`src/hdl/ttw_pkg.sv`:
```
// Shared types, codes and constants of the text terminal writer.
`default_nettype none

package ttw_pkg;

    // Item command codes
    localparam logic [1:0] CMD_PUT   = 2'd0;
    localparam logic [1:0] CMD_READ  = 2'd1;
    localparam logic [1:0] CMD_CLEAR = 2'd2;
    localparam logic [1:0] CMD_TICK  = 2'd3;

    // Character codes
    localparam logic [7:0] CHAR_BS    = 8'd8;
    localparam logic [7:0] CHAR_LF    = 8'd10;
    localparam logic [7:0] CHAR_CR    = 8'd13;
    localparam logic [7:0] CHAR_SPACE = 8'h20;
    localparam logic [7:0] CHAR_CARET = 8'h5E;
    localparam logic [7:0] CHAR_AT    = 8'h40;

    // Colour the store holds after reset
    localparam logic [7:0] RESET_COLOUR = 8'd1;

    // One cell word: colour in the upper byte, character in the lower byte
    localparam int CELL_W = 16;

    // Configuration port
    localparam int APB_ADDR_W = 5;
    localparam int APB_DATA_W = 32;

    localparam logic [2:0] REG_COLUMNS      = 3'd0;
    localparam logic [2:0] REG_ROWS         = 3'd1;
    localparam logic [2:0] REG_COLOUR       = 3'd2;
    localparam logic [2:0] REG_BLINK_ENABLE = 3'd3;
    localparam logic [2:0] REG_BLINK_PERIOD = 3'd4;

    localparam logic [7:0]  RST_COLUMNS      = 8'd80;
    localparam logic [6:0]  RST_ROWS         = 7'd25;
    localparam logic [7:0]  RST_COLOUR       = 8'd1;
    localparam logic        RST_BLINK_ENABLE = 1'b1;
    localparam logic [15:0] RST_BLINK_PERIOD = 16'd20;

    typedef struct packed {
        logic [7:0]  screen_columns;
        logic [6:0]  screen_rows;
        logic [7:0]  text_colour;
        logic        blink_enable;
        logic [15:0] blink_period;
    } cfg_t;

    typedef enum logic [2:0] {
        CUR_HOLD  = 3'd0,
        CUR_CLAMP = 3'd1,
        CUR_HOME  = 3'd2,
        CUR_COL0  = 3'd3,
        CUR_LEFT  = 3'd4,
        CUR_DOWN  = 3'd5,
        CUR_ADV   = 3'd6
    } cur_op_t;

    typedef enum logic [2:0] {
        WR_NONE   = 3'd0,
        WR_CHAR   = 3'd1,
        WR_CARET  = 3'd2,
        WR_CARET2 = 3'd3,
        WR_FILL   = 3'd4,
        WR_CLEAR  = 3'd5,
        WR_INIT   = 3'd6
    } wr_sel_t;

    typedef enum logic {
        RD_CELL = 1'b0,
        RD_COPY = 1'b1
    } rd_sel_t;

    typedef enum logic [1:0] {
        WALK_HOLD      = 2'd0,
        WALK_START     = 2'd1,
        WALK_STEP      = 2'd2,
        WALK_STEP_FULL = 2'd3
    } walk_op_t;

    typedef enum logic [1:0] {
        BLINK_HOLD    = 2'd0,
        BLINK_RESTART = 2'd1,
        BLINK_TICK    = 2'd2
    } blink_op_t;

    // Controller to datapath
    typedef struct packed {
        logic      item_load;
        cur_op_t   cur_op;
        wr_sel_t   wr_sel;
        rd_sel_t   rd_sel;
        logic      copy_step;
        walk_op_t  walk_op;
        blink_op_t blink_op;
        logic      rd_capture;
        logic      out_load;
    } ctl_cmd_t;

    // Datapath to controller
    typedef struct packed {
        logic [1:0] cmd;
        logic       is_cr;
        logic       is_lf;
        logic       is_bs;
        logic       is_ctrl;
        logic       at_last_col;
        logic       at_last_row;
        logic       last_row_zero;
        logic       walk_end_col;
        logic       walk_end_copy;
        logic       walk_end_clear;
        logic       walk_end_init;
        logic       out_free;
    } ctl_stat_t;

endpackage

`default_nettype wire

```
`src/hdl/ttw_regs.sv`:
```
// Configuration register file behind the APB-style port.
`default_nettype none

module ttw_regs (
    input  wire logic                                clk,
    input  wire logic                                rst_n,
    input  wire logic                                psel,
    input  wire logic                                penable,
    input  wire logic                                pwrite,
    input  wire logic [ttw_pkg::APB_ADDR_W-1:0]      paddr,
    input  wire logic [ttw_pkg::APB_DATA_W-1:0]      pwdata,
    output logic      [ttw_pkg::APB_DATA_W-1:0]      prdata,
    output logic                                     pready,
    output ttw_pkg::cfg_t                            cfg
);

    ttw_pkg::cfg_t cfg_reg;
    ttw_pkg::cfg_t cfg_next;
    logic [2:0]    reg_idx;
    logic          wr_en;

    assign pready  = 1'b1;
    assign reg_idx = paddr[ttw_pkg::APB_ADDR_W-1:2];
    assign wr_en   = psel && penable && pwrite && pready;
    assign cfg     = cfg_reg;

    always_comb
    begin
        cfg_next = cfg_reg;
        if (wr_en)
        begin
            case (reg_idx)
                ttw_pkg::REG_COLUMNS:      cfg_next.screen_columns = pwdata[7:0];
                ttw_pkg::REG_ROWS:         cfg_next.screen_rows    = pwdata[6:0];
                ttw_pkg::REG_COLOUR:       cfg_next.text_colour    = pwdata[7:0];
                ttw_pkg::REG_BLINK_ENABLE: cfg_next.blink_enable   = pwdata[0];
                ttw_pkg::REG_BLINK_PERIOD: cfg_next.blink_period   = pwdata[15:0];
                default:                   cfg_next = cfg_reg;
            endcase
        end
    end

    always_comb
    begin
        case (reg_idx)
            ttw_pkg::REG_COLUMNS:      prdata = 32'(cfg_reg.screen_columns);
            ttw_pkg::REG_ROWS:         prdata = 32'(cfg_reg.screen_rows);
            ttw_pkg::REG_COLOUR:       prdata = 32'(cfg_reg.text_colour);
            ttw_pkg::REG_BLINK_ENABLE: prdata = 32'(cfg_reg.blink_enable);
            ttw_pkg::REG_BLINK_PERIOD: prdata = 32'(cfg_reg.blink_period);
            default:                   prdata = '0;
        endcase
    end

    always_ff @(posedge clk or negedge rst_n)
    begin
        if (!rst_n)
        begin
            cfg_reg.screen_columns <= ttw_pkg::RST_COLUMNS;
            cfg_reg.screen_rows    <= ttw_pkg::RST_ROWS;
            cfg_reg.text_colour    <= ttw_pkg::RST_COLOUR;
            cfg_reg.blink_enable   <= ttw_pkg::RST_BLINK_ENABLE;
            cfg_reg.blink_period   <= ttw_pkg::RST_BLINK_PERIOD;
        end
        else
        begin
            cfg_reg <= cfg_next;
        end
    end

endmodule

`default_nettype wire

```
`config.mk`:
```
export PLATFORM = sky130hd
export DESIGN_NAME = ttw_regs
export DESIGN_NICKNAME = d
export VERILOG_FILES = /design/src/hdl/ttw_pkg.sv /design/src/hdl/ttw_regs.sv
export SDC_FILE = /design/constraint.sdc
export NUM_CORES = 1
export LEC_CHECK = 0
export BUFFER_PORTS_ARGS = -buffer_cell sky130_fd_sc_hd__buf_2
export CAP_MARGIN = 20
export CORE_MARGIN = 4
export CORE_UTILIZATION = 25
export DETAILED_ROUTE_END_ITERATION = 7
export PLACE_DENSITY = 0.63
export SKIP_LAST_GASP = 1
export SYNTH_ARGS = -nofsm -noshare
export SYNTH_HDL_FRONTEND = slang
export SYNTH_SLANG_ARGS = --single-unit
```
`constraint.sdc`:
```
create_clock -name clk -period 1.4 [get_ports clk]
set_input_delay 0.28 -clock clk [delete_from_list [all_inputs] [get_ports clk]]
set_output_delay 0.28 -clock clk [all_outputs]
set_load 0.01 [all_outputs]
```
==> results of run 1 <==
## report_power, final
part,internal [mW],switching [mW],total [mW]
clock network,0.393,0.382,0.775
registers,1.42,0.137,1.56
logic,0.622,0.506,1.13
## stage by stage
step | total power, mW | worst slack (ps) | instances
final | 3.46 | -160 | 380
after global routing | 3.69 | -262 | 380
after CTS | 3.49 | -181 | 377
after detailed placement | 2.53 | -271 | 351
after global placement | 2.51 | -267 | 351
after floorplan | 2.10 | -36.6 | 171
## how the worst max path moves through the flow
| stage | start | end | slack (ps) | cells after the start |
|---|---|---|---|---|
| 2_1_floorplan | paddr[3] | cfg[11]$_DFFE_PN0P_ | -40 | 5 |
| 3_3_place_gp | paddr[3] | prdata[1] | -270 | 6 |
| 3_5_place_dp | paddr[3] | prdata[6] | -270 | 6 |
| 4_1_cts | cfg[16]$_DFFE_PN1P_ | prdata[0] | -180 | 4 |
| 5_1_grt | cfg[25]$_DFFE_PN1P_ | prdata[0] | -260 | 4 |
| 6_report | cfg[16]$_DFFE_PN1P_ | prdata[0] | -160 | 4 |
## layout make-up
class	instances	area [sq um]
Sequential cell	40	1010
Clock inverter	2	10.0
Multi-Input combinational cell	108	993
Clock buffer	6	82.6
Tap cell	102	128
Timing Repair Buffer	122	812
Fill cell	784	4850
## timing repair
item / in CTS / in global routing
buffers inserted: 17 / 3
pin swaps: 10 / 7
gates cloned: 0 / 0
endpoints found under the setup margin: 16 / 16
hold buffers: 1 / 0
hold endpoints to repair: 31 / 0
resized for setup: 12 / 2
## cells in the mapped netlist
| cell | count | area share, % |
|---|---|---|
| mux2_1 | 10 | 5.5 |
| nor2_8 | 3 | 2.9 |
| nand3b_1 | 1 | 0.36 |
| and2_1 | 8 | 2.4 |
| nand4_1 | 1 | 0.30 |
| buf_4 | 18 | 6.6 |
| dfrtp_1 | 31 | 38 |
| o21a_1 | 1 | 0.36 |
| nand4b_4 | 1 | 1.2 |
| o22ai_1 | 1 | 0.30 |
| nand2b_1 | 2 | 0.61 |
| buf_6 | 2 | 1.1 |
| a21o_1 | 1 | 0.36 |
| mux2i_1 | 9 | 4.4 |
| clkbuf_1 | 1 | 0.18 |
| buf_2 | 2 | 0.49 |
| or2_2 | 1 | 0.30 |
| mux2_2 | 30 | 16 |
| conb_1 | 2 | 0.36 |
| nor2_1 | 9 | 1.6 |
| nor3b_1 | 6 | 2.2 |
| dfstp_2 | 9 | 11 |
| nor2_4 | 1 | 0.55 |
| a211o_1 | 6 | 2.5 |
## kinds of logic (layout without fill, tap and decap cells)
| family | Yosys count | in the layout |
|---|---|---|
| muxes | 49 | 49 |
| and+or+nand+nor | 33 | 33 |
| AOI/OAI and AO/OA | 9 | 9 |
| other | 2 | 17 |
| DFF | 40 | 40 |
| buffers and inverters | 23 | 130 |
## metal layers
metal | vias up | share of wire [%] | GRT usage (%) | routed length (microns)
met4 | 0 | 0.58 | 3.15 | 31
met3 | 3 | 4.6 | 2.55 | 246
met5 | - | 0 | 0 | 0
met2 | 56 | 51 | 19.7 | 2780
met1 | 781 | 43 | 14.1 | 2340
li1 | 755 | - | - | -
## critical path, stage by stage, from the launching register on
cell and delay [ps]:
dfstp_2 530, mux2i_1 70, o22ai_1 160, a21o_1 120, buf_2 130
==> impl_metrics.tcl, run 1 <==
set metrics [dict create \
    numCtsBuffers 5 \
    design_area_sq_um 3040 \
    wl_microns 5390 \
    dp_hpwl_microns 4000 \
    yosysSeqAreaShare_pct 49.1 \
    port-buffer-count 79 \
    r2r_cells 3 \
    period_needed_ps 1560 \
    wl_per_cell_microns 14.2 \
    cp-end-kind "output pin" \
    p_leak_nw 1.67 \
    synth-compound-area-share_pct 3.58 \
    final_core_util_pct 38.5 \
    arrival_ps 1280 \
    track_usage_pct 11.3 \
    layout.cells.most_common "buf_2" \
    die_x_microns 98.8 \
    hp-class "primary input to register" \
    place.gp.congestion 0.720 \
    cts_tree "built" \
    ios 115 \
    viasPerCell 4.20 \
    whs_endpoint "cfg[12]$_DFFE_PN0P_" \
    crit_fanout 2 \
    outcome "finished with violations" \
    tns_ps -1170 \
    grt_pass1_wl_microns 8660 \
    worstReg2RegStart "cfg[23]$_DFFE_PN0P_" \
    start_kind "register" \
    vdd_drop_max_uv 517 \
    cts-root-buf "clkbuf_8" \
    hold_ws_ps 205 \
    dr.pass1.iters 3 \
    fin_crit_sh_pct 111 \
    finClkSkew_ps 0 \
    overflow 0 \
    rsz0062_at_grt "yes" \
    synth_warnings 0 \
    place_area_sq_um 2720 \
    mostFrequentLayoutCells "buf_2, buf_4, dfrtp_1" \
    min_from "pwdata[12]" \
    antenna_cells 0 \
    largest_reg_flops 40 \
    fp.dieH_microns 98.8 \
    setup_violations 16 \
    grt_pass1_vias 1675 \
    layout_setup_ws_ps -160 \
    syn_area_per_cell_sq_um 13.2 \
    synth_cells 156 \
    postRouteAntennaNets 0 \
    via_count 1595 \
    reg2reg_to "cfg[23]$_DFFE_PN0P_" \
    cp.required_ps 1120 \
    syn_to_final_growth_pct 47.3 \
    cts_buffer_depth 2 \
    synth_fa_ha_area_share_pct 0 \
    clk_pin_slew_worst_paths_ps 80 \
    power_density_nw_per_um2 1140 \
    cts.sinks 40 \
    max_freq_mhz 641 \
    synth-simple-area-share_pct 12.4 \
    syn_area_sq_um 2060 \
    core_sq_um 7890 \
    initial_core_util_pct 26.1 \
    finalNetCount 319 \
    finalHoldViolations 0 \
    synthXorXnorAreaFrac_pct 0 \
    drive_above_1_share_pct 66.2 \
    synth_top_family_by_area "multiplexers" \
    violations "negative setup slack" \
    antenna_found_initial 0 \
    critPathKind "register to output pin" \
    slew_violations 0 \
    rows 32 \
    whs_path_depth 2 \
    ff2ff_setup_slack_ps 390 \
    synth_mux_area_share_pct 26.2 \
    clock_latency_ps 280 \
    cts_max_level 2 \
    die-area_sq_um 9770 \
    grt_max_degree 41 \
    drtIter0Drc 32 \
    drc 0 \
    maxCapViolCount 0 \
    ys_seq_elements 40 \
    ys_types 24 \
]
Power figures use the tool's default switching activity.
==> run 2, diff against run 1 <==
--- a/config.mk
+++ b/config.mk
@@ -10,7 +10,7 @@
 export CORE_MARGIN = 4
 export CORE_UTILIZATION = 25
 export DETAILED_ROUTE_END_ITERATION = 7
-export PLACE_DENSITY = 0.63
+export PLACE_DENSITY = 0.61
 export SKIP_LAST_GASP = 1
 export SYNTH_ARGS = -nofsm -noshare
 export SYNTH_HDL_FRONTEND = slang
==> constraint.sdc (replaced) <==
create_clock -name clk -period 1.6 [get_ports clk]
set_input_delay 0.32 -clock clk [delete_from_list [all_inputs] [get_ports clk]]
set_output_delay 0.32 -clock clk [all_outputs]
set_load 0.01 [all_outputs]
==> run 2 against run 1 <==
Net effect: die area did not move; utilization fell by 0.60 points; critical endpoint is now prdata[6]; sequential cell count did not move; count of clock-buffer cells in the layout rose by 1; sequential power fell by 12%; the run now ends clean; sequential share of layout area rose by 0.53 points; via count fell by 1.4%; cell area fell by 1.6%; non-clock buffer count fell by 13.
==> impl_metrics.tcl, run 2 (same netlist as run 1, synthesis figures left out) <==
set metrics [dict create \
    outcome "finished clean" \
    hp-class "primary input to register" \
    viasPerCell 4.29 \
    power_density_nw_per_um2 1050 \
    totalPowerFinal_mw 3.14 \
    whs_path_depth 2 \
    fin_crit_sh_pct 99.4 \
    place_inst 350 \
    cts_max_level 2 \
    fin_cells 367 \
    grt_pass1_wl_microns 8650 \
    setup_violations 0 \
    rsz0062_at_grt "yes" \
    wl_per_cell_microns 14.8 \
    start_kind "primary input" \
    vdd_drop_max_uv 454 \
    via_count 1573 \
    drive_above_1_share_pct 64.2 \
    mostFrequentLayoutCells "buf_2, dfrtp_1, mux2_2" \
    period_needed_ps 1590 \
    cts.sinks 40 \
    arrival_ps 1270 \
    dp_hpwl_microns 4010 \
    die-area_sq_um 9770 \
    r2r_cells 2 \
    slew_violations 0 \
    ios 115 \
    p_leak_nw 1.63 \
    wl_microns 5430 \
    crit_fanout 6 \
    largest_reg_flops 40 \
    postRouteAntennaNets 0 \
    initial_core_util_pct 26.1 \
    nFillCells 776 \
    cts_buffer_depth 2 \
    finalHoldViolations 0 \
    maxCapViolCount 0 \
    clock_latency_ps 280 \
    antenna_found_initial 0 \
    drtIter0Drc 11 \
    port-buffer-count 79 \
    path_cells "buf_2, buf_6, nand2b_4, nor2_4, buf_6, a211o_1, buf_2" \
    syn_to_final_growth_pct 45.0 \
    cts-root-buf "clkbuf_8" \
    place.gp.congestion 0.676 \
    die_x_microns 98.8 \
    track_usage_pct 11.3 \
    antenna_cells 0 \
    hold_ws_ps 241 \
    slowest_delay_ps 280 \
    core_sq_um 7890 \
    finalNetCount 306 \
    dr.pass1.iters 4 \
    overflow 0 \
    finClkSkew_ps 0 \
    max_freq_mhz 629 \
    numCtsBuffers 5 \
    cts_tree "built" \
    grt_max_degree 24 \
    rows 32 \
    cp.required_ps 1280 \
    critPathKind "primary input to output pin" \
    layout.cells.most_common "buf_2" \
    grt_pass1_vias 1631 \
    clk_pin_slew_worst_paths_ps 80 \
    fp.dieH_microns 98.8 \
    cp-end-kind "output pin" \
    drc 0 \
    slowest_stage "a211o_1" \
]
-- run 2: cell count changes in the layout (fill, tap and decap cells not counted) --
cell	before	now
buf_6	3	7
buf_2	77	76
buf_16	0	1
mux2_4	1	0
clkbuf_8	6	7
mux2_1	9	10
nor3b_4	0	2
bufinv_16	0	1
buf_12	6	3
buf_4	35	20
nor3b_2	6	4
clkinv_2	2	0
buf_8	0	1
-- run 2: path summary, 6_finish.rpt --
| check | start | end | slack [ps] |
|---|---|---|---|
| worst max register to register | cfg[35]$_DFFE_PN0P_ | cfg[35]$_DFFE_PN0P_ | 720 |
| worst max-delay path | paddr[2] | prdata[6] | 10 |
| worst min register to register | cfg[11]$_DFFE_PN0P_ | cfg[11]$_DFFE_PN0P_ | 510 |
| max in group asynchronous | rst_n | cfg[38]$_DFFE_PN1P_ | 550 |
| min in group asynchronous | rst_n | cfg[33]$_DFFE_PN0P_ | 500 |
| worst min-delay path | pwdata[10] | cfg[10]$_DFFE_PN0P_ | 240 |
-- run 2: timing repair --
action / in CTS / in global routing
pin swaps: 8 / 4
endpoints found under the hold margin: 10 / 0
endpoints found under the setup margin: 15 / 14
hold buffers: 1 / 0
setup buffers: 3 / 3
gates resized for setup: 22 / 5
gates cloned: 2 / 0
-- run 2: area by class of cell --
class | count | area (sq um) | area share, %
well taps | 102 | 128 | 4.27
repair buffers | 109 | 722 | 24.1
clock inverters | 1 | 30.0 | 1.00
flip-flops and latches | 40 | 1010 | 33.8
clock buffers | 7 | 96.3 | 3.22
multi-input cells | 108 | 1000 | 33.5
-- run 2: layer usage --
layer | vias up | global-route usage [%] | part of all wire (%)
met5 | - | 0 | 0
met4 | 0 | 3.15 | 1.2
met3 | 4 | 3.61 | 9.4
met2 | 76 | 19.7 | 49
met1 | 760 | 13.3 | 40
li1 | 733 | - | -
-- run 2: stage by stage --
step | setup TNS, ps | instance area, sq um | util, % | setup WS [ps]
global route | -325 | 2990 | 37.9 | -55.9
finish | 0 | 2990 | 37.9 | 9.57
CTS | 0 | 2940 | 37.3 | 1.47
floorplan | 0 | 2120 | - | 38.5
detailed placement | -2660 | 2670 | 33.8 | -127
global placement | -2210 | 2670 | 33.8 | -145
-- run 2: power breakdown --
| group | total [mW] | switching, mW | internal, mW |
|---|---|---|---|
| sequential | 1.37 | 0.132 | 1.24 |
| combinational | 0.869 | 0.407 | 0.463 |
| clock | 0.897 | 0.346 | 0.551 |
-- run 2: worst max-delay path: cells and delay by family --
kind	cells	cell delay, ps
buffers and inverters	4	480
AND/OR/NAND/NOR	2	180
AO/OA/AOI/OAI	1	280
