===== src/hdl/ttw_pkg.sv =====
// Shared types, codes and constants of the text terminal writer.
`default_nettype none

package ttw_pkg;

    // Item command codes
    localparam logic [1:0] CMD_PUT   = 2'd0;
    localparam logic [1:0] CMD_READ  = 2'd1;
    localparam logic [1:0] CMD_CLEAR = 2'd2;
    localparam logic [1:0] CMD_TICK  = 2'd3;

    // Character codes
    localparam logic [7:0] CHAR_BS    = 8'd8;
    localparam logic [7:0] CHAR_LF    = 8'd10;
    localparam logic [7:0] CHAR_CR    = 8'd13;
    localparam logic [7:0] CHAR_SPACE = 8'h20;
    localparam logic [7:0] CHAR_CARET = 8'h5E;
    localparam logic [7:0] CHAR_AT    = 8'h40;

    // Colour the store holds after reset
    localparam logic [7:0] RESET_COLOUR = 8'd1;

    // One cell word: colour in the upper byte, character in the lower byte
    localparam int CELL_W = 16;

    // Configuration port
    localparam int APB_ADDR_W = 5;
    localparam int APB_DATA_W = 32;

    localparam logic [2:0] REG_COLUMNS      = 3'd0;
    localparam logic [2:0] REG_ROWS         = 3'd1;
    localparam logic [2:0] REG_COLOUR       = 3'd2;
    localparam logic [2:0] REG_BLINK_ENABLE = 3'd3;
    localparam logic [2:0] REG_BLINK_PERIOD = 3'd4;

    localparam logic [7:0]  RST_COLUMNS      = 8'd80;
    localparam logic [6:0]  RST_ROWS         = 7'd25;
    localparam logic [7:0]  RST_COLOUR       = 8'd1;
    localparam logic        RST_BLINK_ENABLE = 1'b1;
    localparam logic [15:0] RST_BLINK_PERIOD = 16'd20;

    typedef struct packed {
        logic [7:0]  screen_columns;
        logic [6:0]  screen_rows;
        logic [7:0]  text_colour;
        logic        blink_enable;
        logic [15:0] blink_period;
    } cfg_t;

    typedef enum logic [2:0] {
        CUR_HOLD  = 3'd0,
        CUR_CLAMP = 3'd1,
        CUR_HOME  = 3'd2,
        CUR_COL0  = 3'd3,
        CUR_LEFT  = 3'd4,
        CUR_DOWN  = 3'd5,
        CUR_ADV   = 3'd6
    } cur_op_t;

    typedef enum logic [2:0] {
        WR_NONE   = 3'd0,
        WR_CHAR   = 3'd1,
        WR_CARET  = 3'd2,
        WR_CARET2 = 3'd3,
        WR_FILL   = 3'd4,
        WR_CLEAR  = 3'd5,
        WR_INIT   = 3'd6
    } wr_sel_t;

    typedef enum logic {
        RD_CELL = 1'b0,
        RD_COPY = 1'b1
    } rd_sel_t;

    typedef enum logic [1:0] {
        WALK_HOLD      = 2'd0,
        WALK_START     = 2'd1,
        WALK_STEP      = 2'd2,
        WALK_STEP_FULL = 2'd3
    } walk_op_t;

    typedef enum logic [1:0] {
        BLINK_HOLD    = 2'd0,
        BLINK_RESTART = 2'd1,
        BLINK_TICK    = 2'd2
    } blink_op_t;

    // Controller to datapath
    typedef struct packed {
        logic      item_load;
        cur_op_t   cur_op;
        wr_sel_t   wr_sel;
        rd_sel_t   rd_sel;
        logic      copy_step;
        walk_op_t  walk_op;
        blink_op_t blink_op;
        logic      rd_capture;
        logic      out_load;
    } ctl_cmd_t;

    // Datapath to controller
    typedef struct packed {
        logic [1:0] cmd;
        logic       is_cr;
        logic       is_lf;
        logic       is_bs;
        logic       is_ctrl;
        logic       at_last_col;
        logic       at_last_row;
        logic       last_row_zero;
        logic       walk_end_col;
        logic       walk_end_copy;
        logic       walk_end_clear;
        logic       walk_end_init;
        logic       out_free;
    } ctl_stat_t;

endpackage

`default_nettype wire


===== src/hdl/ttw_ctrl.sv =====
// Sequencing state machine of the text terminal writer.
`default_nettype none

module ttw_ctrl (
    input  wire logic               clk,
    input  wire logic               rst_n,
    input  wire logic               in_valid,
    output logic                    in_ready,
    input  ttw_pkg::ctl_stat_t      stat,
    output ttw_pkg::ctl_cmd_t       ctl
);

    typedef enum logic [9:0] {
        S_INIT   = 10'b00_0000_0001,
        S_IDLE   = 10'b00_0000_0010,
        S_EXEC   = 10'b00_0000_0100,
        S_PRINT2 = 10'b00_0000_1000,
        S_READ   = 10'b00_0001_0000,
        S_COPY   = 10'b00_0010_0000,
        S_DRAIN  = 10'b00_0100_0000,
        S_FILL   = 10'b00_1000_0000,
        S_CLEAR  = 10'b01_0000_0000,
        S_DONE   = 10'b10_0000_0000
    } state_t;

    state_t state_reg;
    state_t state_next;
    logic   second_pend_reg;
    logic   second_pend_next;
    logic   print_scroll;

    // A printed cell scrolls when it wraps off the last column of the last row
    assign print_scroll = stat.at_last_col && stat.at_last_row;

    always_comb
    begin
        state_next       = state_reg;
        second_pend_next = second_pend_reg;
        in_ready         = (state_reg == S_IDLE) || ((state_reg == S_DONE) && stat.out_free);

        ctl            = '0;
        ctl.cur_op     = ttw_pkg::CUR_HOLD;
        ctl.wr_sel     = ttw_pkg::WR_NONE;
        ctl.rd_sel     = ttw_pkg::RD_CELL;
        ctl.walk_op    = ttw_pkg::WALK_HOLD;
        ctl.blink_op   = ttw_pkg::BLINK_HOLD;
        ctl.item_load  = in_valid && in_ready;

        case (state_reg)
            S_INIT:
            begin
                ctl.wr_sel  = ttw_pkg::WR_INIT;
                ctl.walk_op = ttw_pkg::WALK_STEP_FULL;
                if (stat.walk_end_init)
                begin
                    state_next = S_IDLE;
                end
            end
            S_IDLE:
            begin
                if (in_valid)
                begin
                    state_next = S_EXEC;
                end
            end
            S_EXEC:
            begin
                case (stat.cmd)
                    ttw_pkg::CMD_PUT:
                    begin
                        ctl.blink_op = ttw_pkg::BLINK_RESTART;
                        state_next   = S_DONE;
                        if (stat.is_cr)
                        begin
                            ctl.cur_op = ttw_pkg::CUR_COL0;
                        end
                        else if (stat.is_lf)
                        begin
                            ctl.cur_op = ttw_pkg::CUR_DOWN;
                            if (stat.at_last_row)
                            begin
                                ctl.walk_op = ttw_pkg::WALK_START;
                                state_next  = stat.last_row_zero ? S_FILL : S_COPY;
                            end
                        end
                        else if (stat.is_bs)
                        begin
                            ctl.cur_op = ttw_pkg::CUR_LEFT;
                        end
                        else
                        begin
                            ctl.cur_op = ttw_pkg::CUR_ADV;
                            if (stat.is_ctrl)
                            begin
                                ctl.wr_sel       = ttw_pkg::WR_CARET;
                                second_pend_next = 1'b1;
                                state_next       = S_PRINT2;
                            end
                            else
                            begin
                                ctl.wr_sel = ttw_pkg::WR_CHAR;
                            end
                            if (print_scroll)
                            begin
                                ctl.walk_op = ttw_pkg::WALK_START;
                                state_next  = stat.last_row_zero ? S_FILL : S_COPY;
                            end
                        end
                    end
                    ttw_pkg::CMD_READ:
                    begin
                        ctl.cur_op = ttw_pkg::CUR_CLAMP;
                        ctl.rd_sel = ttw_pkg::RD_CELL;
                        state_next = S_READ;
                    end
                    ttw_pkg::CMD_CLEAR:
                    begin
                        ctl.cur_op  = ttw_pkg::CUR_HOME;
                        ctl.walk_op = ttw_pkg::WALK_START;
                        state_next  = S_CLEAR;
                    end
                    default:
                    begin
                        ctl.cur_op   = ttw_pkg::CUR_CLAMP;
                        ctl.blink_op = ttw_pkg::BLINK_TICK;
                        state_next   = S_DONE;
                    end
                endcase
            end
            S_PRINT2:
            begin
                ctl.wr_sel       = ttw_pkg::WR_CARET2;
                ctl.cur_op       = ttw_pkg::CUR_ADV;
                second_pend_next = 1'b0;
                state_next       = S_DONE;
                if (print_scroll)
                begin
                    ctl.walk_op = ttw_pkg::WALK_START;
                    state_next  = stat.last_row_zero ? S_FILL : S_COPY;
                end
            end
            S_READ:
            begin
                ctl.rd_capture = 1'b1;
                state_next     = S_DONE;
            end
            S_COPY:
            begin
                ctl.rd_sel    = ttw_pkg::RD_COPY;
                ctl.copy_step = 1'b1;
                ctl.walk_op   = ttw_pkg::WALK_STEP;
                if (stat.walk_end_copy)
                begin
                    state_next = S_DRAIN;
                end
            end
            S_DRAIN:
            begin
                // last copy write lands here; rewind for the bottom line
                ctl.walk_op = ttw_pkg::WALK_START;
                state_next  = S_FILL;
            end
            S_FILL:
            begin
                ctl.wr_sel  = ttw_pkg::WR_FILL;
                ctl.walk_op = ttw_pkg::WALK_STEP;
                if (stat.walk_end_col)
                begin
                    state_next = second_pend_reg ? S_PRINT2 : S_DONE;
                end
            end
            S_CLEAR:
            begin
                ctl.wr_sel  = ttw_pkg::WR_CLEAR;
                ctl.walk_op = ttw_pkg::WALK_STEP;
                if (stat.walk_end_clear)
                begin
                    state_next = S_DONE;
                end
            end
            S_DONE:
            begin
                if (stat.out_free)
                begin
                    ctl.out_load = 1'b1;
                    state_next   = in_valid ? S_EXEC : S_IDLE;
                end
            end
            default:
            begin
                state_next = S_INIT;
            end
        endcase
    end

    always_ff @(posedge clk or negedge rst_n)
    begin
        if (!rst_n)
        begin
            state_reg       <= S_INIT;
            second_pend_reg <= 1'b0;
        end
        else
        begin
            state_reg       <= state_next;
            second_pend_reg <= second_pend_next;
        end
    end

endmodule

`default_nettype wire


===== config.mk =====
export PLATFORM = sky130hd
export DESIGN_NAME = ttw_ctrl
export DESIGN_NICKNAME = d
export VERILOG_FILES = /design/src/hdl/ttw_pkg.sv /design/src/hdl/ttw_ctrl.sv
export SDC_FILE = /design/constraint.sdc
export NUM_CORES = 1
export LEC_CHECK = 0
export BUFFER_PORTS_ARGS = -buffer_cell sky130_fd_sc_hd__buf_2
export CAP_MARGIN = 25
export CORE_MARGIN = 1.5
export CORE_UTILIZATION = 35
export DETAILED_ROUTE_END_ITERATION = 7
export GPL_TIMING_DRIVEN = 0
export PLACE_DENSITY = 0.62
export SLEW_MARGIN = 40
export SYNTH_ARGS = -nofsm -noshare
export SYNTH_HDL_FRONTEND = slang
export SYNTH_SLANG_ARGS = --single-unit

===== constraint.sdc =====
create_clock -name clk -period 5.6 [get_ports clk]
set_input_delay 0.28 -clock clk [delete_from_list [all_inputs] [get_ports clk]]
set_output_delay 0.28 -clock clk [all_outputs]
set_load 0.02 [all_outputs]

==> flow_summary.json, run 1 <==
{
  "busiest_layer": "met2",
  "drtIter0Drc": 37,
  "syn2layout_area_growth_pct": 22.6,
  "cts_htree_levels": 1,
  "layout_setup_ws_ns": 2.87,
  "slew_violations": 0,
  "place_inst": 219,
  "synth_edf_count": 0,
  "async_flop_share_pct": 100,
  "final_area_mm2": 0.00137,
  "drive_gt1_share_pct": 27.8,
  "placed_area_mm2": 0.00133,
  "grtUsageMet1_pct": 25.3,
  "final_common_cell": "buf_2",
  "clock_latency_ns": 0.27,
  "synthFlopType": "dfrtp_1",
  "multiInputGateArea_um2": 758,
  "cts_buffer_depth": 2,
  "cp.required_ns": 5.32,
  "final.min_clock_period_ns": 2.73,
  "ys_seq_area_share_pct": 24.8,
  "fmax_mhz": 366,
  "cp-end-kind": "output port",
  "reg2reg_slack_ns": 3.31,
  "skew_ns": 0.00166,
  "hold_violations": 0,
  "final_cell_mix": "buf_2 (33), nor2_1 (13), dfrtp_1 (10)",
  "setup_violations": 0,
  "regArea_um2": 277,
  "rows": 20,
  "leakage_nw": 0.636,
  "period_share_pct": 48.7,
  "start_kind": "flip-flop",
  "grt_max_degree": 12,
  "holdWs_ns": 0.178,
  "die_area_mm2": 0.00353,
  "cts_root_buf": "clkbuf_4",
  "grt_overflow": 0,
  "dp_hpwl_um": 2460,
  "p_total_uw": 388,
  "critPathKind": "flip-flop to output port",
  "largest_register_ffs": 10,
  "hp-class": "input pin to flip-flop",
  "fin_cells": 224,
  "maxCapViolCount": 0,
  "routed_wl_um": 3130,
  "fin_setup_tns_ns": 0,
  "initial_core_util_pct": 36.8,
  "ys_seq_elements": 11,
  "cts_resized": 0,
  "worst_pin_slew_ns": 0.724,
  "routedWlPerCell_um": 14.0,
  "antenna_found_initial": 0,
  "status": "finished clean",
  "clk_pin_slew_ns": 0.07,
  "cp.arrival_ns": 2.45,
  "cts.sinks": 11,
  "ios": 33,
  "fin_util_pct": 45.1,
  "nNetsFinal": 198,
  "n_fill_cell": 317,
  "grt_pass1_vias": 1171,
  "tritoncts": "built",
  "drc": 0,
  "ys_types": 49,
  "netlist_instances": 143,
  "numPortBuffers": 32,
  "die_y_um": 59.4,
  "synth_area_mm2": 0.00111,
  "gp_congestion": 0.852,
  "antenna_left": 0,
  "gr-usage-all-layers_pct": 19.1,
  "pre_cts_slack_ns": 3.19,
  "vias_per_cell": 5.55,
  "relSlewSlack_pct": 51.3,
  "cts_buffers": 3,
  "ir_worst_vdd_mv": 0.193,
  "grt_pass1_wl_um": 5230,
  "power_per_cell_area_mw_per_mm2": 284,
  "diodes": 0,
  "rsz0062_at_grt": "no",
  "grtUsageMet3_pct": 4.59,
  "grtUsageMet2_pct": 32.2,
  "first_pass_iters": 4,
  "crit_fanout": 9,
  "die_w_um": 59.4,
  "core_mm2": 0.00303,
  "avgSynthCellArea_um2": 7.80,
  "vias": 1243,
  "yosysWarnings": 0,
  "synth_nets": 160
}
## power by group
part           switching, mW  internal, mW
sequential           0.00737        0.0914
clock                 0.0283        0.0276
combinational          0.151        0.0825
total                  0.187         0.201
## kinds of logic (layout without fill, tap and decap cells)
kind of cell	count (synthesis)	in the layout	synth area share, %
flip-flops	11	11	24.8
multiplexers	1	1	1.01
buffers and inverters	18	55	7.18
AND/OR/NAND/NOR	76	76	42.5
XOR/XNOR	5	5	3.93
AO/OA/AOI/OAI	32	32	20.5
## synth_stat cells, types with 5 or more instances
cell type,n,area (um^2)
nand2_1,9,33.8
nand4_1,5,31.3
a21oi_1,6,30.0
clkbuf_1,6,22.5
nor3_1,7,35.0
and2_1,6,37.5
nor2_1,13,48.8
inv_1,8,30.0
nor3b_1,6,45.0
dfrtp_1,10,250
nor4_1,5,31.3
o21ai_0,6,30.0
nand3_1,6,30.0
## worst paths after layout
kind	startpoint	to	depth (start not counted)
min	stat[1]	state_reg[0]	2
min reg2reg	second_pend_reg	second_pend_reg	2
min in group asynchronous	rst_n	second_pend_reg	2
max reg2reg	state_reg[3]	state_reg[6]	6
max in group asynchronous	rst_n	state_reg[0]	2
max	state_reg[3]	ctl[14]	6
## layout make-up
cell class              instances  area share, %
multi-input cells             114           55.5
flip-flops and latches         11           20.2
repair buffers                 33           12.5
well taps                      44           4.03
plain buffers                  10           3.66
inverters                       8           2.20
clock buffers                   4           1.92
## critical path, cell delays in order (launching register included)
cell and delay [ns]:
dfrtp_1 0.37, clkbuf_1 0.20, or4_1 0.64, nor4_2 0.46
a21o_1 0.23, and2_1 0.13, buf_2 0.15
## per-layer routing
layer	wire length, um	vias to the layer above
met5	0	-
met4	0	0
met2	1570	33
met1	1400	605
met3	159	0
li1	-	605
## repair_timing
action                     in CTS  in global routing
buffers inserted                0                  0
hold endpoints to repair       10                  0
hold buffers                    1                  0
setup endpoints to repair       0                  0
No activity file was read; power rests on OpenSTA's default activity.
==> inputs of run 2 (changes only) <==
PLACE_DENSITY = 0.64   (was 0.62)
clock period = 2.3 ns   (was 5.6 ns; I/O delays follow)
==> flow_summary.json, run 2 (synthesis gave the netlist of run 1 again) <==
{
  "status": "finished clean",
  "cts_buffer_depth": 2,
  "cp.arrival_ns": 2.13,
  "path_cells": "or4_4, nor4_4, a21o_1, and2_4, buf_6",
  "slew_violations": 0,
  "layout_setup_ws_ns": 0.0521,
  "final_common_cell": "buf_2",
  "cts.sinks": 11,
  "largest_register_ffs": 10,
  "cts_root_buf": "clkbuf_4",
  "rr_startpoint": "state_reg[1]",
  "routed_wl_um": 3400,
  "hold_violations": 0,
  "crit_fanout": 8,
  "final_cell_mix": "buf_2 (29), buf_4 (14), nor2_1 (10)",
  "grtUsageMet1_pct": 26.4,
  "grt_max_degree": 12,
  "placed_area_mm2": 0.00133,
  "power_per_cell_area_mw_per_mm2": 677,
  "grt_pass1_wl_um": 5410,
  "numPortBuffers": 32,
  "vias": 1276,
  "cp.required_ns": 2.18,
  "grtUsageMet2_pct": 33.3,
  "dp_hpwl_um": 2420,
  "core_mm2": 0.00303,
  "nNetsFinal": 205,
  "setup_violations": 0,
  "vias_per_cell": 5.52,
  "routedWlPerCell_um": 14.7,
  "power_switching_share_pct": 47.0,
  "gp_congestion": 0.794,
  "gr-usage-all-layers_pct": 19.9,
  "worst_pin_slew_ns": 0.698,
  "hp-class": "input pin to flip-flop",
  "die_area_mm2": 0.00353,
  "die_w_um": 59.4,
  "grtUsageMet3_pct": 4.80,
  "clk_pin_slew_ns": 0.08,
  "leakage_nw": 0.698,
  "regToRegEndpoint": "state_reg[6]",
  "drc": 0,
  "syn2layout_area_growth_pct": 36.1,
  "busiest_layer": "met2",
  "p_total_mw": 1.03,
  "fmax_mhz": 445,
  "start_kind": "flip-flop",
  "rsz0062_at_grt": "yes",
  "reg2reg_slack_ns": 0.21,
  "die_y_um": 59.4,
  "diodes": 0,
  "min_to": "state_reg[0]",
  "drtIter0Drc": 38,
  "antenna_found_initial": 0,
  "cp_slowest_cell": "or4_4",
  "min_from": "stat[1]",
  "reg2reg_depth": 6,
  "p_clk_share_pct": 13.5,
  "place_inst": 219,
  "crit_family": "simple AND/OR/NAND/NOR gates",
  "drive_gt1_share_pct": 41.2,
  "hold_path_depth": 2,
  "skew_ns": 0.00553,
  "rows": 20,
  "antenna_left": 0,
  "tritoncts": "built",
  "cp-end-kind": "output port",
  "fin_setup_tns_ns": 0,
  "final.min_clock_period_ns": 2.25,
  "pre_cts_slack_ns": 0.108,
  "pwr-share-seq_pct": 26.8,
  "crit_buf_inv": 1,
  "holdWs_ns": 0.00634,
  "intPower_uw": 545,
  "grt_overflow": 0,
  "fin_util_pct": 50.1,
  "period_share_pct": 97.7,
  "p_comb_share_pct": 59.7,
  "final_area_mm2": 0.00152,
  "fin_cells": 231,
  "grt_pass1_vias": 1173,
  "clock_latency_ns": 0.28,
  "critPathMaxStageDelay_ns": 0.59,
  "first_pass_iters": 4,
  "p_sw_uw": 483,
  "ios": 33,
  "maxCapViolCount": 0,
  "critPathKind": "flip-flop to output port",
  "initial_core_util_pct": 36.8,
  "cts_htree_levels": 1,
  "critical_path_depth": 5,
  "ir_worst_vdd_mv": 0.412,
  "relSlewSlack_pct": 53.0,
  "cts_buffers": 3
}
## run 2: how the worst max path moves through the flow
stage	slack, ns	start	to
after detailed placement	0.11	state_reg[3]	ctl[14]
after CTS	0.005	state_reg[6]	ctl[14]
after global placement	0.11	state_reg[3]	ctl[14]
final	0.05	state_reg[3]	ctl[14]
after floorplan	0.21	state_reg[3]	ctl[14]
after global routing	-0.02	state_reg[3]	ctl[14]
## run 2: final cells by class
type,count,area [um^2]
plain buffers,6,46.3
clock buffers,4,26.3
fillers,304,1510
inverters,8,30.0
multi-input cells,114,811
flip-flops and latches,11,282
well taps,44,55.1
repair buffers,44,268
## run 2: what timing repair did
item,CTS,global route
pin swaps,4,6
hold endpoints to repair,11,0
setup buffers,4,7
endpoints found under the setup margin,11,10
resized for setup,13,17
hold buffers,1,0
## run 2: power groups by stage
stage | clock network, mW | logic (mW) | registers [mW]
2_1_floorplan | 0 | 0.402 | 0.239
3_3_place_gp | 0 | 0.551 | 0.244
3_5_place_dp | 0 | 0.558 | 0.245
4_1_cts | 0.142 | 0.595 | 0.243
5_1_grt | 0.156 | 0.665 | 0.280
6_report | 0.139 | 0.613 | 0.276
## run 2: routing by layer
layer	share of wire (%)	wire, um
met4	0.88	30
met1	43	1460
met3	4.4	149
met5	0	0
met2	52	1760
==> inputs of run 3 (changes only) <==
PLACE_DENSITY = 0.62   (was 0.64)
clock period = 2.2 ns   (was 2.3 ns; I/O delays follow)
==> flow_summary.json, run 3 (synthesis gave the netlist of run 1 again) <==
{
  "core_mm2": 0.00303,
  "cts_buffers": 3,
  "routedWlPerCell_um": 15.2,
  "nNetsFinal": 210,
  "leakage_nw": 0.727,
  "die_y_um": 59.4,
  "grt_pass1_vias": 1222,
  "clock_latency_ns": 0.27,
  "min_from": "stat[1]",
  "grt_pass1_wl_um": 5580,
  "crit_top_cell": "buf_6",
  "dp_hpwl_um": 2460,
  "drive_gt1_share_pct": 42.7,
  "antenna_found_initial": 0,
  "drtIter0Drc": 45,
  "first_pass_iters": 4,
  "cp.required_ns": 2.09,
  "crit_fanout": 3,
  "final_cell_mix": "buf_2 (28), buf_4 (17), nor2_1 (11)",
  "skew_ns": 0.00154,
  "initial_core_util_pct": 36.8,
  "cp.arrival_ns": 2.10,
  "hold_violations": 0,
  "ir_worst_vdd_mv": 0.593,
  "worst_pin_slew_ns": 0.717,
  "vias": 1320,
  "p_clk_share_pct": 12.6,
  "gp_congestion": 0.852,
  "path_cells": "buf_6, or4_4, nor4_4, a21o_1, and2_4, buf_6",
  "rr_startpoint": "state_reg[3]",
  "critPathMaxStageDelay_ns": 0.54,
  "p_sw_uw": 530,
  "vias_per_cell": 5.59,
  "holdWs_ns": 0.00466,
  "maxCapViolCount": 0,
  "ios": 33,
  "placed_area_mm2": 0.00133,
  "intPower_uw": 606,
  "layout_setup_ws_ns": -0.0122,
  "routed_wl_um": 3590,
  "tritoncts": "built",
  "hp-class": "input pin to flip-flop",
  "cp-end-kind": "output port",
  "cts_root_buf": "clkbuf_4",
  "diodes": 0,
  "fin_cells": 236,
  "clk_pin_slew_ns": 0.07,
  "p_total_mw": 1.14,
  "critPathKind": "flip-flop to output port",
  "antenna_left": 0,
  "reg2reg_depth": 6,
  "p_comb_share_pct": 61.2,
  "die_area_mm2": 0.00353,
  "relSlewSlack_pct": 51.7,
  "syn2layout_area_growth_pct": 41.8,
  "status": "complete, but fails checks",
  "gr-usage-all-layers_pct": 20.6,
  "pwr-share-seq_pct": 26.2,
  "violations": "setup timing",
  "rsz0062_at_grt": "yes",
  "grt_max_degree": 12,
  "start_kind": "flip-flop",
  "fmax_mhz": 452,
  "cts_buffer_depth": 2,
  "final_common_cell": "buf_2",
  "reg2reg_slack_ns": 0.06,
  "power_per_cell_area_mw_per_mm2": 719,
  "drc": 0,
  "cp_slowest_cell": "or4_4",
  "endpoint": "ctl[14]",
  "period_share_pct": 101,
  "final.min_clock_period_ns": 2.21,
  "regToRegEndpoint": "state_reg[6]",
  "setup_violations": 2,
  "cts_htree_levels": 1,
  "numPortBuffers": 32,
  "crit_start": "state_reg[6]",
  "die_w_um": 59.4,
  "place_inst": 219,
  "power_switching_share_pct": 46.6,
  "cts.sinks": 11,
  "largest_register_ffs": 10,
  "slew_violations": 0,
  "grt_overflow": 0,
  "final_area_mm2": 0.00158,
  "rows": 20
}
## run 3: repair_timing
action | 4_1_cts | 5_1_grt
hold buffers | 1 | 0
endpoints found under the hold margin | 11 | 0
gates resized for setup | 18 | 13
setup buffers | 9 | 7
pin swaps | 5 | 8
endpoints found under the setup margin | 15 | 15
## run 3: critical path: cells and delay by family (launching register included)
| family | cells | cell delay, ns |
|---|---|---|
| compound gates | 1 | 0.19 |
| buf+inv | 2 | 0.25 |
| flops | 1 | 0.43 |
| simple gates | 3 | 0.97 |
## run 3: metrics by stage
step / worst slack, ns / setup TNS, ns / utilization [%]
final: -0.0122 / -0.0155 / 52.2
after global routing: -0.0854 / -0.620 / 52.2
after CTS: 0.00302 / 0 / 48.9
after detailed placement: -0.0443 / -0.109 / 43.9
after global placement: -0.0138 / -0.0294 / 43.9
after floorplan: 0.112 / 0 / -
## run 3: per-layer routing
layer | part of all wire [%] | track usage, % | vias to the layer above
li1 | - | - | 632
met1 | 44 | 26.0 | 641
met2 | 51 | 36.6 | 43
met3 | 4.3 | 4.59 | 4
met4 | 1.1 | 2.60 | 0
met5 | 0 | 0 | -
## run 3: power groups by stage
stage | clock network, mW | logic (mW) | registers [mW]
after floorplan | 0 | 0.420 | 0.250
after global placement | 0 | 0.578 | 0.255
after detailed placement | 0 | 0.587 | 0.255
after CTS | 0.145 | 0.606 | 0.288
after global routing | 0.158 | 0.747 | 0.301
final | 0.143 | 0.695 | 0.297
## run 3: cell type report
cell class | instances | area, um^2
Fill cell | 290 | 1450
Multi-Input combinational cell | 114 | 821
Timing Repair Buffer | 49 | 315
Sequential cell | 11 | 282
Tap cell | 44 | 55.1
Buffer | 6 | 51.3
Inverter | 8 | 30.0
Clock buffer | 4 | 26.3
## run 3: worst min-delay path by stage
stage	end	slack (ns)	cells past startpoint
after floorplan	second_pend_reg	-0.19	0
after global placement	state_reg[6]	-0.007	1
after detailed placement	second_pend_reg	0.001	1
after CTS	state_reg[0]	0.007	2
after global routing	state_reg[0]	0.02	2
final	state_reg[0]	0.005	2
